**src/rtl/ept_pkg.sv**
```systemverilog
// ----------------------------------------------------------------------------
// ept_pkg
// Constants and types shared by the encoder position tracker and its
// channel interfaces.
// ----------------------------------------------------------------------------
package ept_pkg;

    localparam int MOTORS        = 4;
    localparam int ENCODER_TICKS = 65536;
    localparam int HISTORY_DEPTH = 16;
    localparam int HALF_TICKS    = ENCODER_TICKS / 2;

    localparam int MOTOR_W    = 3;
    localparam int RAW_W      = 16;
    localparam int LOOKBACK_W = 8;
    localparam int POS_W      = 32;
    localparam int VEL_W      = 17;
    localparam int STOP_W     = 16;
    localparam int STATUS_W   = 2;

    localparam int MIDX_W       = (MOTORS > 1) ? $clog2(MOTORS) : 1;
    localparam int PTR_W        = $clog2(HISTORY_DEPTH);
    localparam int HIST_ENTRIES = MOTORS * HISTORY_DEPTH;
    localparam int HADDR_W      = $clog2(HIST_ENTRIES);

    localparam logic [STOP_W-1:0] STOP_MAX = {STOP_W{1'b1}};

    typedef logic [STATUS_W-1:0] status_t;

    localparam status_t STATUS_OK           = 2'd0;
    localparam status_t STATUS_BAD_MOTOR    = 2'd1;
    localparam status_t STATUS_BAD_LOOKBACK = 2'd2;

    // where the past position of a result comes from
    typedef logic [1:0] past_src_t;

    localparam past_src_t PAST_ZERO    = 2'd0;
    localparam past_src_t PAST_CURRENT = 2'd1;
    localparam past_src_t PAST_RING    = 2'd2;

endpackage

```
**src/rtl/ept_ifs.sv**
```systemverilog
// ----------------------------------------------------------------------------
// ept channel interfaces
// Valid/ready channels for encoder samples and tracker results.
// ----------------------------------------------------------------------------
interface ept_sample_if;
    import ept_pkg::*;

    logic                  valid;
    logic                  ready;
    logic [MOTOR_W-1:0]    motor_id;
    logic [RAW_W-1:0]      raw_count;
    logic [LOOKBACK_W-1:0] lookback;

    modport source (output valid, motor_id, raw_count, lookback, input ready);
    modport sink   (input valid, motor_id, raw_count, lookback, output ready);
endinterface

interface ept_result_if;
    import ept_pkg::*;

    logic                     valid;
    logic                     ready;
    logic signed [POS_W-1:0]  absolute_position;
    logic signed [VEL_W-1:0]  velocity;
    logic [STOP_W-1:0]        stopped_samples;
    logic signed [POS_W-1:0]  past_position;
    status_t                  status;

    modport source (output valid, absolute_position, velocity, stopped_samples,
                    past_position, status, input ready);
    modport sink   (input valid, absolute_position, velocity, stopped_samples,
                    past_position, status, output ready);
endinterface

```
**src/rtl/encoder_position_tracker_top.sv**
```systemverilog
// ----------------------------------------------------------------------------
// encoder_position_tracker_top
// Per-motor encoder unwrap with saturating position, velocity, stop count
// and a ring of recent positions.
// ----------------------------------------------------------------------------
// One word in, one word out, one word per cycle sustained while the output
// takes results. A sample is registered, then the unwrap, clamp and per-motor
// state update happen in one pass as it moves into the result register;
// the history ring is a memory with one write and one registered read per
// cycle, so a lookback of zero is taken from the fresh position directly.
// While a result waits on the output the input register can still take
// one word; after that the input stalls until the result is taken.
// Ring entries not yet written since reset read as zero.
// ----------------------------------------------------------------------------
module encoder_position_tracker_top (
    input  logic          clk,
    input  logic          rst_n,
    ept_sample_if.sink    sample,
    ept_result_if.source  result
);
    import ept_pkg::*;

    localparam logic signed [17:0] HALF_S  = 18'(HALF_TICKS);
    localparam logic signed [17:0] TICKS_S = 18'(ENCODER_TICKS);
    localparam logic signed [33:0] POS_MAX = 34'sh0_7FFF_FFFF;
    localparam logic signed [33:0] POS_MIN = -34'sh0_8000_0000;

    // per-motor state
    logic [RAW_W-1:0]        last_raw_reg [MOTORS];
    logic signed [POS_W-1:0] abs_pos_reg  [MOTORS];
    logic [STOP_W-1:0]       stop_reg     [MOTORS];
    logic [PTR_W-1:0]        ptr_reg      [MOTORS];

    // history ring
    logic signed [POS_W-1:0] hist_mem [HIST_ENTRIES];
    logic [HIST_ENTRIES-1:0] hist_vld_reg;
    logic signed [POS_W-1:0] rd_data_reg;
    logic                    rd_vld_reg;

    // input stage
    logic                  s1_valid_reg;
    logic [MOTOR_W-1:0]    s1_motor_reg;
    logic [RAW_W-1:0]      s1_raw_reg;
    logic [LOOKBACK_W-1:0] s1_lookback_reg;

    // result stage
    logic                    s2_valid_reg;
    logic signed [POS_W-1:0] s2_pos_reg;
    logic signed [VEL_W-1:0] s2_vel_reg;
    logic [STOP_W-1:0]       s2_stop_reg;
    status_t                 s2_status_reg;
    past_src_t               s2_past_src_reg;

    logic adv2;
    logic adv1;

    logic                    motor_ok;
    logic                    lookback_ok;
    logic [MIDX_W-1:0]       midx;
    logic [RAW_W-1:0]        raw_mod;
    logic signed [17:0]      diff;
    logic signed [17:0]      step;
    logic signed [POS_W-1:0] old_pos;
    logic signed [33:0]      sum;
    logic signed [POS_W-1:0] new_pos;
    logic signed [POS_W:0]   vel_full;
    logic signed [VEL_W-1:0] vel;
    logic [STOP_W-1:0]       stop_next;
    logic [PTR_W-1:0]        ptr_next;
    logic [PTR_W-1:0]        lb_idx;
    logic [PTR_W:0]          rd_slot_wide;
    logic [PTR_W-1:0]        rd_slot;
    logic [HADDR_W-1:0]      waddr;
    logic [HADDR_W-1:0]      raddr;
    logic                    do_update;

    assign adv2         = !s2_valid_reg || result.ready;
    assign adv1         = !s1_valid_reg || adv2;
    assign sample.ready = adv1;
    assign do_update    = s1_valid_reg && adv2 && motor_ok;

    // ------------------------------------------------------------------
    // unwrap, clamp and bookkeeping for the word in the input stage
    // ------------------------------------------------------------------
    always_comb
    begin
        motor_ok    = 32'(s1_motor_reg) < MOTORS;
        lookback_ok = 32'(s1_lookback_reg) < HISTORY_DEPTH;
        midx        = s1_motor_reg[MIDX_W-1:0];
        raw_mod     = RAW_W'(32'(s1_raw_reg) % ENCODER_TICKS);

        diff = $signed({2'b00, raw_mod}) - $signed({2'b00, last_raw_reg[midx]});
        if (diff > HALF_S)
        begin
            step = diff - TICKS_S;
        end
        else if (diff < -HALF_S)
        begin
            step = diff + TICKS_S;
        end
        else
        begin
            step = diff;
        end

        old_pos = abs_pos_reg[midx];
        sum     = {{2{old_pos[POS_W-1]}}, old_pos} + {{16{step[17]}}, step};
        if (sum > POS_MAX)
        begin
            new_pos = POS_MAX[POS_W-1:0];
        end
        else if (sum < POS_MIN)
        begin
            new_pos = POS_MIN[POS_W-1:0];
        end
        else
        begin
            new_pos = sum[POS_W-1:0];
        end

        vel_full = {new_pos[POS_W-1], new_pos} - {old_pos[POS_W-1], old_pos};
        vel      = vel_full[VEL_W-1:0];

        if (vel == '0)
        begin
            stop_next = (stop_reg[midx] == STOP_MAX) ? STOP_MAX
                                                     : stop_reg[midx] + 1'b1;
        end
        else
        begin
            stop_next = '0;
        end

        if (32'(ptr_reg[midx]) >= HISTORY_DEPTH - 1)
        begin
            ptr_next = '0;
        end
        else
        begin
            ptr_next = ptr_reg[midx] + 1'b1;
        end

        lb_idx = s1_lookback_reg[PTR_W-1:0];
        if (ptr_next >= lb_idx)
        begin
            rd_slot_wide = {1'b0, ptr_next} - {1'b0, lb_idx};
        end
        else
        begin
            rd_slot_wide = {1'b0, ptr_next} + (PTR_W+1)'(HISTORY_DEPTH) - {1'b0, lb_idx};
        end
        rd_slot = rd_slot_wide[PTR_W-1:0];

        waddr = HADDR_W'(32'(midx) * HISTORY_DEPTH + 32'(ptr_next));
        raddr = HADDR_W'(32'(midx) * HISTORY_DEPTH + 32'(rd_slot));
    end

    // ------------------------------------------------------------------
    // input stage
    // ------------------------------------------------------------------
    always_ff @(posedge clk or negedge rst_n)
    begin
        if (!rst_n)
        begin
            s1_valid_reg <= 1'b0;
        end
        else if (adv1)
        begin
            s1_valid_reg <= sample.valid;
        end
    end

    always_ff @(posedge clk)
    begin
        if (adv1 && sample.valid)
        begin
            s1_motor_reg    <= sample.motor_id;
            s1_raw_reg      <= sample.raw_count;
            s1_lookback_reg <= sample.lookback;
        end
    end

    // ------------------------------------------------------------------
    // per-motor state and ring valid bits
    // ------------------------------------------------------------------
    always_ff @(posedge clk or negedge rst_n)
    begin
        if (!rst_n)
        begin
            for (int i = 0; i < MOTORS; i++)
            begin
                last_raw_reg[i] <= '0;
                abs_pos_reg[i]  <= '0;
                stop_reg[i]     <= '0;
                ptr_reg[i]      <= '0;
            end
            hist_vld_reg <= '0;
        end
        else if (do_update)
        begin
            last_raw_reg[midx]  <= raw_mod;
            abs_pos_reg[midx]   <= new_pos;
            stop_reg[midx]      <= stop_next;
            ptr_reg[midx]       <= ptr_next;
            hist_vld_reg[waddr] <= 1'b1;
        end
    end

    // ring memory: a read of the slot written at the same edge (lookback zero, bypassed,
    // or a bad lookback, reported as zero) is not used; other reads return the older entry
    always_ff @(posedge clk)
    begin
        if (do_update)
        begin
            hist_mem[waddr] <= new_pos;
        end
    end

    always_ff @(posedge clk)
    begin
        if (s1_valid_reg && adv2)
        begin
            rd_data_reg <= hist_mem[raddr];
            rd_vld_reg  <= hist_vld_reg[raddr];
        end
    end

    // ------------------------------------------------------------------
    // result stage
    // ------------------------------------------------------------------
    always_ff @(posedge clk or negedge rst_n)
    begin
        if (!rst_n)
        begin
            s2_valid_reg <= 1'b0;
        end
        else if (adv2)
        begin
            s2_valid_reg <= s1_valid_reg;
        end
    end

    always_ff @(posedge clk)
    begin
        if (s1_valid_reg && adv2)
        begin
            if (!motor_ok)
            begin
                s2_pos_reg      <= '0;
                s2_vel_reg      <= '0;
                s2_stop_reg     <= '0;
                s2_status_reg   <= STATUS_BAD_MOTOR;
                s2_past_src_reg <= PAST_ZERO;
            end
            else
            begin
                s2_pos_reg  <= new_pos;
                s2_vel_reg  <= vel;
                s2_stop_reg <= stop_next;
                if (!lookback_ok)
                begin
                    s2_status_reg   <= STATUS_BAD_LOOKBACK;
                    s2_past_src_reg <= PAST_ZERO;
                end
                else
                begin
                    s2_status_reg   <= STATUS_OK;
                    s2_past_src_reg <= (s1_lookback_reg == '0) ? PAST_CURRENT : PAST_RING;
                end
            end
        end
    end

    always_comb
    begin
        case (s2_past_src_reg)
            PAST_CURRENT: result.past_position = s2_pos_reg;
            PAST_RING:    result.past_position = rd_vld_reg ? rd_data_reg : '0;
            default:      result.past_position = '0;
        endcase
    end

    assign result.valid             = s2_valid_reg;
    assign result.absolute_position = s2_pos_reg;
    assign result.velocity          = s2_vel_reg;
    assign result.stopped_samples   = s2_stop_reg;
    assign result.status            = s2_status_reg;

endmodule

```
**src/flat_wrapper.sv**
```systemverilog
// flat-port wrapper written by rule: the top's interface ports become plain ports
module encoder_position_tracker_top_flat import ept_pkg::*;
  (clk, rst_n, sample_valid, sample_motor_id, sample_raw_count, sample_lookback, sample_ready, result_valid, result_absolute_position, result_velocity, result_stopped_samples, result_past_position, result_status, result_ready);
  ept_sample_if sample_i ();
  ept_result_if result_i ();
  input  logic clk;
  input  logic rst_n;
  input wire logic [$bits(sample_i.valid)-1:0] sample_valid;
  input wire logic [$bits(sample_i.motor_id)-1:0] sample_motor_id;
  input wire logic [$bits(sample_i.raw_count)-1:0] sample_raw_count;
  input wire logic [$bits(sample_i.lookback)-1:0] sample_lookback;
  output wire logic [$bits(sample_i.ready)-1:0] sample_ready;
  output wire logic [$bits(result_i.valid)-1:0] result_valid;
  output wire logic [$bits(result_i.absolute_position)-1:0] result_absolute_position;
  output wire logic [$bits(result_i.velocity)-1:0] result_velocity;
  output wire logic [$bits(result_i.stopped_samples)-1:0] result_stopped_samples;
  output wire logic [$bits(result_i.past_position)-1:0] result_past_position;
  output wire logic [$bits(result_i.status)-1:0] result_status;
  input wire logic [$bits(result_i.ready)-1:0] result_ready;
  assign sample_i.valid = sample_valid;
  assign sample_i.motor_id = sample_motor_id;
  assign sample_i.raw_count = sample_raw_count;
  assign sample_i.lookback = sample_lookback;
  assign sample_ready = sample_i.ready;
  assign result_valid = result_i.valid;
  assign result_absolute_position = result_i.absolute_position;
  assign result_velocity = result_i.velocity;
  assign result_stopped_samples = result_i.stopped_samples;
  assign result_past_position = result_i.past_position;
  assign result_status = result_i.status;
  assign result_i.ready = result_ready;
  encoder_position_tracker_top u_core (.clk(clk), .rst_n(rst_n), .sample(sample_i), .result(result_i));
endmodule
```
**config.mk**
```make
export PLATFORM = sky130hd
export DESIGN_NAME = encoder_position_tracker_top_flat
export DESIGN_NICKNAME = d
export VERILOG_FILES = /design/src/rtl/ept_pkg.sv /design/src/rtl/ept_ifs.sv /design/src/rtl/encoder_position_tracker_top.sv /design/src/flat_wrapper.sv
export SDC_FILE = /design/constraint.sdc
export NUM_CORES = 2
export LEC_CHECK = 0
export ABC_AREA = 0
export BUFFER_PORTS_ARGS = -buffer_cell sky130_fd_sc_hd__buf_2
export CAP_MARGIN = 20
export CORE_UTILIZATION = 55
export DETAILED_ROUTE_END_ITERATION = 16
export GPL_ROUTABILITY_DRIVEN = 1
export PLACE_DENSITY_LB_ADDON = 0.05
export SYNTH_ARGS = -nofsm -noshare
export SYNTH_HDL_FRONTEND = slang
export SYNTH_SLANG_ARGS = --single-unit
```
**constraint.sdc**
```tcl
create_clock -name clk -period 16.6 [get_ports clk]
set_clock_uncertainty 0.1 [all_clocks]
set_input_delay 0.83 -clock clk [delete_from_list [all_inputs] [get_ports clk]]
set_output_delay 0.83 -clock clk [all_outputs]
set_load 0.01 [all_outputs]
```
-- Yosys cells after proc, flatten, opt, wreduce, memory -nomap -nowiden
Memories as Yosys holds them, arrays and structs flattened. A register that Yosys moved wholly into a read port is not among the register bits.
Index checks and enable logic that the tools add are counted.
- memories: 1
- flip-flop bits (word level): 435
- bits in writable memories: 2048
- reduce and logical (&&, ||, !) cells: 12
- magnitude comparators: 13
- mux-type cells: 40
- add/subtract/negate cells: 12
- equality and inequality tests: 3
- bitwise operators: 2
- memory list (name ; words ; width ; read ports ; clocked after Yosys merged registers in ; wr ports ; line ; text):
    u_core.hist_mem ; 64 ; 32 ; 1 ; 1 ; 1 ; encoder_position_tracker_top.sv:35 ; logic signed [POS_W-1:0] hist_mem [HIST_ENTRIES];
- operators by type and width (cell ; number):
    32-bit 2-to-1 mux ; 6
    128-bit bitwise mux ; 1
    64-bit bitwise mux ; 2
    16-bit 2-to-1 mux ; 7
    16-bit binary-select mux with 2-bit select ; 2
    32-bit binary-select mux with 2-bit select ; 1
    32-bit demux with 2-bit select ; 1
    64-bit bitwise OR ; 1
    32-bit case mux with 2 select lines ; 1
    18-bit 2-to-1 mux ; 2
    34-bit by 32-bit greater-than comparator with 1-bit output, second input constant ; 1
    34-bit by 32-bit < comparator with 1-bit output, second input constant ; 1
    32-bit by 18-bit adder with 33-bit output ; 1
    16-bit demux with 2-bit select ; 1
    4-bit 2-to-1 mux ; 5
    18-bit adder, second input constant ; 1
    18-bit by 17-bit greater-than comparator with 1-bit output, second input constant ; 1
    18-bit by 16-bit < comparator with 1-bit output, second input constant ; 1
    18-bit subtractor, second input constant ; 1
    17-bit logical NOT ; 1
    16-bit by 16-bit subtractor with 17-bit output ; 1
    17-bit subtractor ; 1
    16-bit by 1-bit adder with 16-bit output, second input constant ; 1
    16-bit bitwise mux ; 1
    26 further kinds ; 40

-- Depth between registers and ports, before layout
- depth in word-level cells: 16
- gate-level depth with buffers: 50
- mapped depth without buffers: 40

-- Worst setup path after synthesis
No wires, ideal clock.
- path type: reg-to-reg
- start: register u_core.s1_motor_reg[0]
- end: register u_core.s2_stop_reg[10], in the netlist u_core.result.stopped_samples[10], data pin
- stages on the path, launching flop included: 48
- clock period less this slack: 13295 ps
- library setup time: 157 ps
- data arrival time: 13038 ps
- buffers on the path: 11
- slack: 3305 ps
- cells stage by stage: edfxtp_1 buf_2 buf_1 buf_1 clkbuf_1 clkbuf_1 buf_1 mux4_2 ha_1 inv_1 fa_1 or3_1 or4_1 or4b_1 or4_1 buf_2 nand2_4 inv_1 (+12 left out) a31oi_4 buf_4 o21ai_2 inv_1 ha_1 nor2b_1 o21ai_0 a21boi_0 o21a_1 a21bo_2 a211oi_1 o221ai_1 a2111oi_0 o2111ai_1 or2_2 buf_1 clkbuf_1 nor3_1
- word-level cells in the longest chain between the ends: 15
- RTL lines (item ; line ; text):
    from (decl) ; encoder_position_tracker_top.sv:42 ; logic [MOTOR_W-1:0] s1_motor_reg;
    from (signal assigned) ; encoder_position_tracker_top.sv:177 ; s1_motor_reg <= sample.motor_id;
    2-bit NOT with 3-bit output (implied by the code) (*) ; encoder_position_tracker_top.sv:92, encoder_position_tracker_top.sv:106 ;
    16-bit binary-select mux with 2-bit select ; encoder_position_tracker_top.sv:92 ; diff = $signed({2'b00, raw_mod}) - $signed({2'b00, last_raw_reg[midx]});
    16-bit 2-to-1 mux (implied by the code) (2 in series) ; encoder_position_tracker_top.sv:92 ;
    16-bit by 16-bit subtractor with 17-bit output ; encoder_position_tracker_top.sv:92 ;
    18-bit adder or 18-bit by 16-bit < comparator with 1-bit output (tied branches) ; encoder_position_tracker_top.sv:99, encoder_position_tracker_top.sv:97 ;
    18-bit 2-to-1 mux ; encoder_position_tracker_top.sv:97 ; else if (diff < -HALF_S)
    18-bit 2-to-1 mux ; encoder_position_tracker_top.sv:93 ; if (diff > HALF_S)
    32-bit by 18-bit adder with 33-bit output (*) ; encoder_position_tracker_top.sv:107 ; sum = {{2{old_pos[POS_W-1]}}, old_pos} + {{16{step[17]}}, step};
    34-bit by 32-bit < comparator with 1-bit output ; encoder_position_tracker_top.sv:112 ; else if (sum < POS_MIN)
    32-bit 2-to-1 mux ; encoder_position_tracker_top.sv:112 ;
    32-bit 2-to-1 mux (*) ; encoder_position_tracker_top.sv:108 ; if (sum > POS_MAX)
    net u_core.new_pos[1] ; encoder_position_tracker_top.sv:65 ; logic signed [POS_W-1:0] new_pos;
    17-bit subtractor (*) ; encoder_position_tracker_top.sv:121 ; vel_full = {new_pos[POS_W-1], new_pos} - {old_pos[POS_W-1], old_pos};
    17-bit logical NOT (*) ; encoder_position_tracker_top.sv:124 ; if (vel == '0)
    16-bit 2-to-1 mux (*) ; encoder_position_tracker_top.sv:124 ;
    to (signal assigned) ; encoder_position_tracker_top.sv:259 ; s2_stop_reg <= stop_next;
    to (decl) ; encoder_position_tracker_top.sv:50 ; logic [STOP_W-1:0] s2_stop_reg;
The timed path passes the listed nets; every way through them passes the cells marked *. The select of a mux whose other input is x is not followed.
A chain may end at the register's enable or synchronous reset.

-- Final worst setup path
- start: register u_core.s1_motor_reg[0]
- end: register u_core.stop_reg[49] (netlist name)
- word-level cells in the longest chain between the ends: 16
- RTL lines (item ; line ; text):
    2-bit NOT with 3-bit output (implied by the code) (*) ; encoder_position_tracker_top.sv:92, encoder_position_tracker_top.sv:106 ;
    16-bit binary-select mux with 2-bit select ; encoder_position_tracker_top.sv:92 ;
    16-bit 2-to-1 mux (implied by the code) (2 in series) ; encoder_position_tracker_top.sv:92 ;
    16-bit by 16-bit subtractor with 17-bit output ; encoder_position_tracker_top.sv:92 ;
    18-bit adder or 18-bit by 16-bit < comparator with 1-bit output (tied branches) ; encoder_position_tracker_top.sv:99, encoder_position_tracker_top.sv:97 ;
    18-bit 2-to-1 mux ; encoder_position_tracker_top.sv:97 ;
    18-bit 2-to-1 mux ; encoder_position_tracker_top.sv:93 ;
    32-bit by 18-bit adder with 33-bit output (*) ; encoder_position_tracker_top.sv:107 ;
    34-bit by 32-bit < comparator with 1-bit output ; encoder_position_tracker_top.sv:112 ;
    32-bit 2-to-1 mux ; encoder_position_tracker_top.sv:112 ;
    32-bit 2-to-1 mux (*) ; encoder_position_tracker_top.sv:108 ;
    net u_core.new_pos[1] ; encoder_position_tracker_top.sv:65 ;
    17-bit subtractor (*) ; encoder_position_tracker_top.sv:121 ;
    17-bit logical NOT (*) ; encoder_position_tracker_top.sv:124 ;
    16-bit 2-to-1 mux (*) ; encoder_position_tracker_top.sv:124 ;
    64-bit bitwise mux (*) ; encoder_position_tracker_top.sv:203 ; stop_reg[midx] <= stop_next;
    to (signal, indexed assignment) ; encoder_position_tracker_top.sv:203 ;
    to (decl) ; encoder_position_tracker_top.sv:31 ; logic [STOP_W-1:0] stop_reg [MOTORS];
Marks and branches as above.

==> metrics.txt <==
outcome completed; min cycle time layout 13.08 ns; Setup violations, final 0; synthesis warning total 0; I/O pins 132; Final HPWL DP 143,000 µm; total number of vias 51,100; synthesized area 101,000 µm²; layout cells sized above 1 0.289; CTS tree done; Die X 430 µm; Synth cell types 79; final worst-path cycle share 0.788; max-slew violation count 0; area leader, netlist edfxtp_1; wire per inst 31.3 µm; Setup Crit Path Kind flop to flop; Initial Util 0.556; Synthesized Nets 5,185; Worst path max stage delay 0.78 ns; Core Box Area 181,000 µm²; final wirelength 250,000 µm; #FFs+latches synth 2,515; Routed Antenna Nets 0; unrepaired setup endpoints after global routing false; Util after Layout 0.628; mean number of vias per cell 6.40; r2r setup slk 3.52 ns; critical path's most frequent cell a21o_1; top cells by area, synth edfxtp_1 (65%), mux4_2 (17%), dfrtp_1 (8.4%); total die area 185,000 µm²; CP endpoint kind flop; Root Buffer clkbuf_16; clock latency on the worst-skew pair 0.91 ns; required time worst endpoint 17.30 ns; ys flop type edfxtp_1; Post-synth ARST share 0.134; CP max FO 65; crit path DAT 13.77 ns; gpl congestion 0.886; mean post-synth cell area 19.8 µm²; Seq/Total Area, Yosys 0.733; largest net degree at the start of global routing 161; vias in the first global route 50,800; # rows 156; Register-to-Register Path Depth 41; PortBufs 131; DRC 0; setup TNS 0 ns; total gr overflow 0; Cell Count, Final, Fillers Out 7,984; Worst Hold Class input pin to flop; Bufs on Longest Clock Path 4; Slew HR 0.223; fillcell total 12,500; Total GRT Usage 0.274; CTS HTree Levels 5; Post-synth top cells edfxtp_1 (2,177), mux4_2 (761), nand2_1 (399), dfrtp_1 (338), clkbuf_1 (229); initial antenna violation count 12; setup bufs post-CTS 0; Pre-antenna DRT Iters 5; Die Ht 430 µm; max reg flops 2,048; hold worst-path end u_core.s1_motor_reg[0]; initial drt markers 5,133; r2r startpoint u_core.s1_motor_reg[0]; Synth top area share 0.649; area delta synth->final 13.0%; Max Clock Freq 0.0765 GHz; Hold Violations, Final 0; Mapped Cells 5,086; MaxCap Viol Count 0; count leader, synth edfxtp_1; startpoint of the worst hold path sample_motor_id[0]; Slowest-stage cell, CP or4_1; Hold Path Cell Cnt 1; first-pass GRT wire length 361,000 µm; RR Endpoint u_core.stop_reg[49]; placed cells 7,474; CP startpoint kind flop; number of flops mapped to enable cells by yosys 2,177; NumNets Final 5,514; Worst-Margin Slew 1.17 ns; Clock transition at path regs 0.06 ns; CTS buffer count 279; Clock Sinks 2,515
layout make-up:
type,instances,area (µm²),area share
Timing Repair Buffer,311,2240,0.0197
Inverter,84,320,0.00281
Antenna cell,12,30.0,0.000264
Clock buffer,356,7430,0.0653
Clock inverter,112,865,0.00759
Tap cell,2370,2970,0.0260
Sequential cell,2515,73800,0.649
Multi-Input combinational cell,2224,26200,0.230
cells by family after synthesis:
| family | synth area share |
|---|---|
| adder cells (fa/ha/maj) | 0.00874 |
| multiplexers | 0.174 |
| AND/OR/NAND/NOR | 0.0383 |
| buffers and inverters | 0.0133 |
| flip-flops | 0.733 |
| AO/OA/AOI/OAI | 0.0277 |
| XOR/XNOR | 0.00555 |
placed cells by master, fill, tap and decap left out, types with 10 or more instances in the layout:
cell / n
nor2_1: 136
a21oi_2: 17
a22oi_1: 35
o21ai_0: 145
bufinv_16: 13
clkbuf_16: 282
buf_2: 130
xor2_1: 23
or2_2: 69
o21ai_1: 72
inv_1: 72
mux4_2: 761
dfrtp_1: 338
edfxtp_1: 2177
a21o_1: 26
ha_1: 62
buf_4: 142
nor3_1: 40
nor2_4: 64
mux2_2: 29
diode_2: 12
a31oi_1: 18
and2_1: 20
buf_12: 11
xnor2_1: 37
nor2b_1: 17
nand2_1: 396
clkinv_2: 32
nand2b_1: 18
nand4_1: 10
a21oi_1: 46
nand3_1: 21
clkinv_1: 65
dlygate4sd3_1: 26
clkbuf_1: 64
and3_1: 19
clkbuf_8: 10
worst max-delay path by stage:
stage / from / endpoint / slack [ns] / cells past startpoint
final: u_core.s1_motor_reg[0] / u_core.stop_reg[49] / 3.52 / 41
after global routing: u_core.s1_motor_reg[0] / u_core.stop_reg[49] / 2.36 / 41
after CTS: u_core.s1_motor_reg[0] / u_core.stop_reg[49] / 3.43 / 41
after detailed placement: u_core.s1_motor_reg[0] / u_core.stop_reg[49] / 3.47 / 41
after global placement: u_core.s1_motor_reg[0] / u_core.stop_reg[50] / 3.72 / 41
after floorplan: u_core.s1_motor_reg[0] / u_core.result.stopped_samples[10] / 3.30 / 47
metrics by stage:
step	hold WS [ns]	cell area (µm²)	setup slack (ns)
finish	0.0535	114000	3.52
global route	0.0170	114000	2.36
CTS	0.00480	114000	3.43
detailed placement	0.348	105000	3.47
global placement	0.345	105000	3.72
floorplan	0.324	101000	3.30
critical path: cells and delay by family (launching register included):
family,cells,cell delay (ns)
fa+ha+maj,4,1.24
mux,1,0.59
compound gates,24,6.94
xor+xnor,1,0.21
buf+inv,5,1.47
simple gates,6,2.02
flops,1,0.35
repair_timing:
action,in CTS,in global routing
hold endpoints to repair,127,0
hold buffers,26,0
gates resized for setup,0,0
layer usage:
layer	routed length, µm	vias up	track usage
met5	0	-	0
met2	125000	1715	0.446
met4	7540	0	0.0855
li1	-	21300	-
met3	14600	407	0.0388
met1	103000	27700	0.388
Power is not shown: default switching activity piles up to over one toggle a cycle in this logic, so the estimate is an artifact.
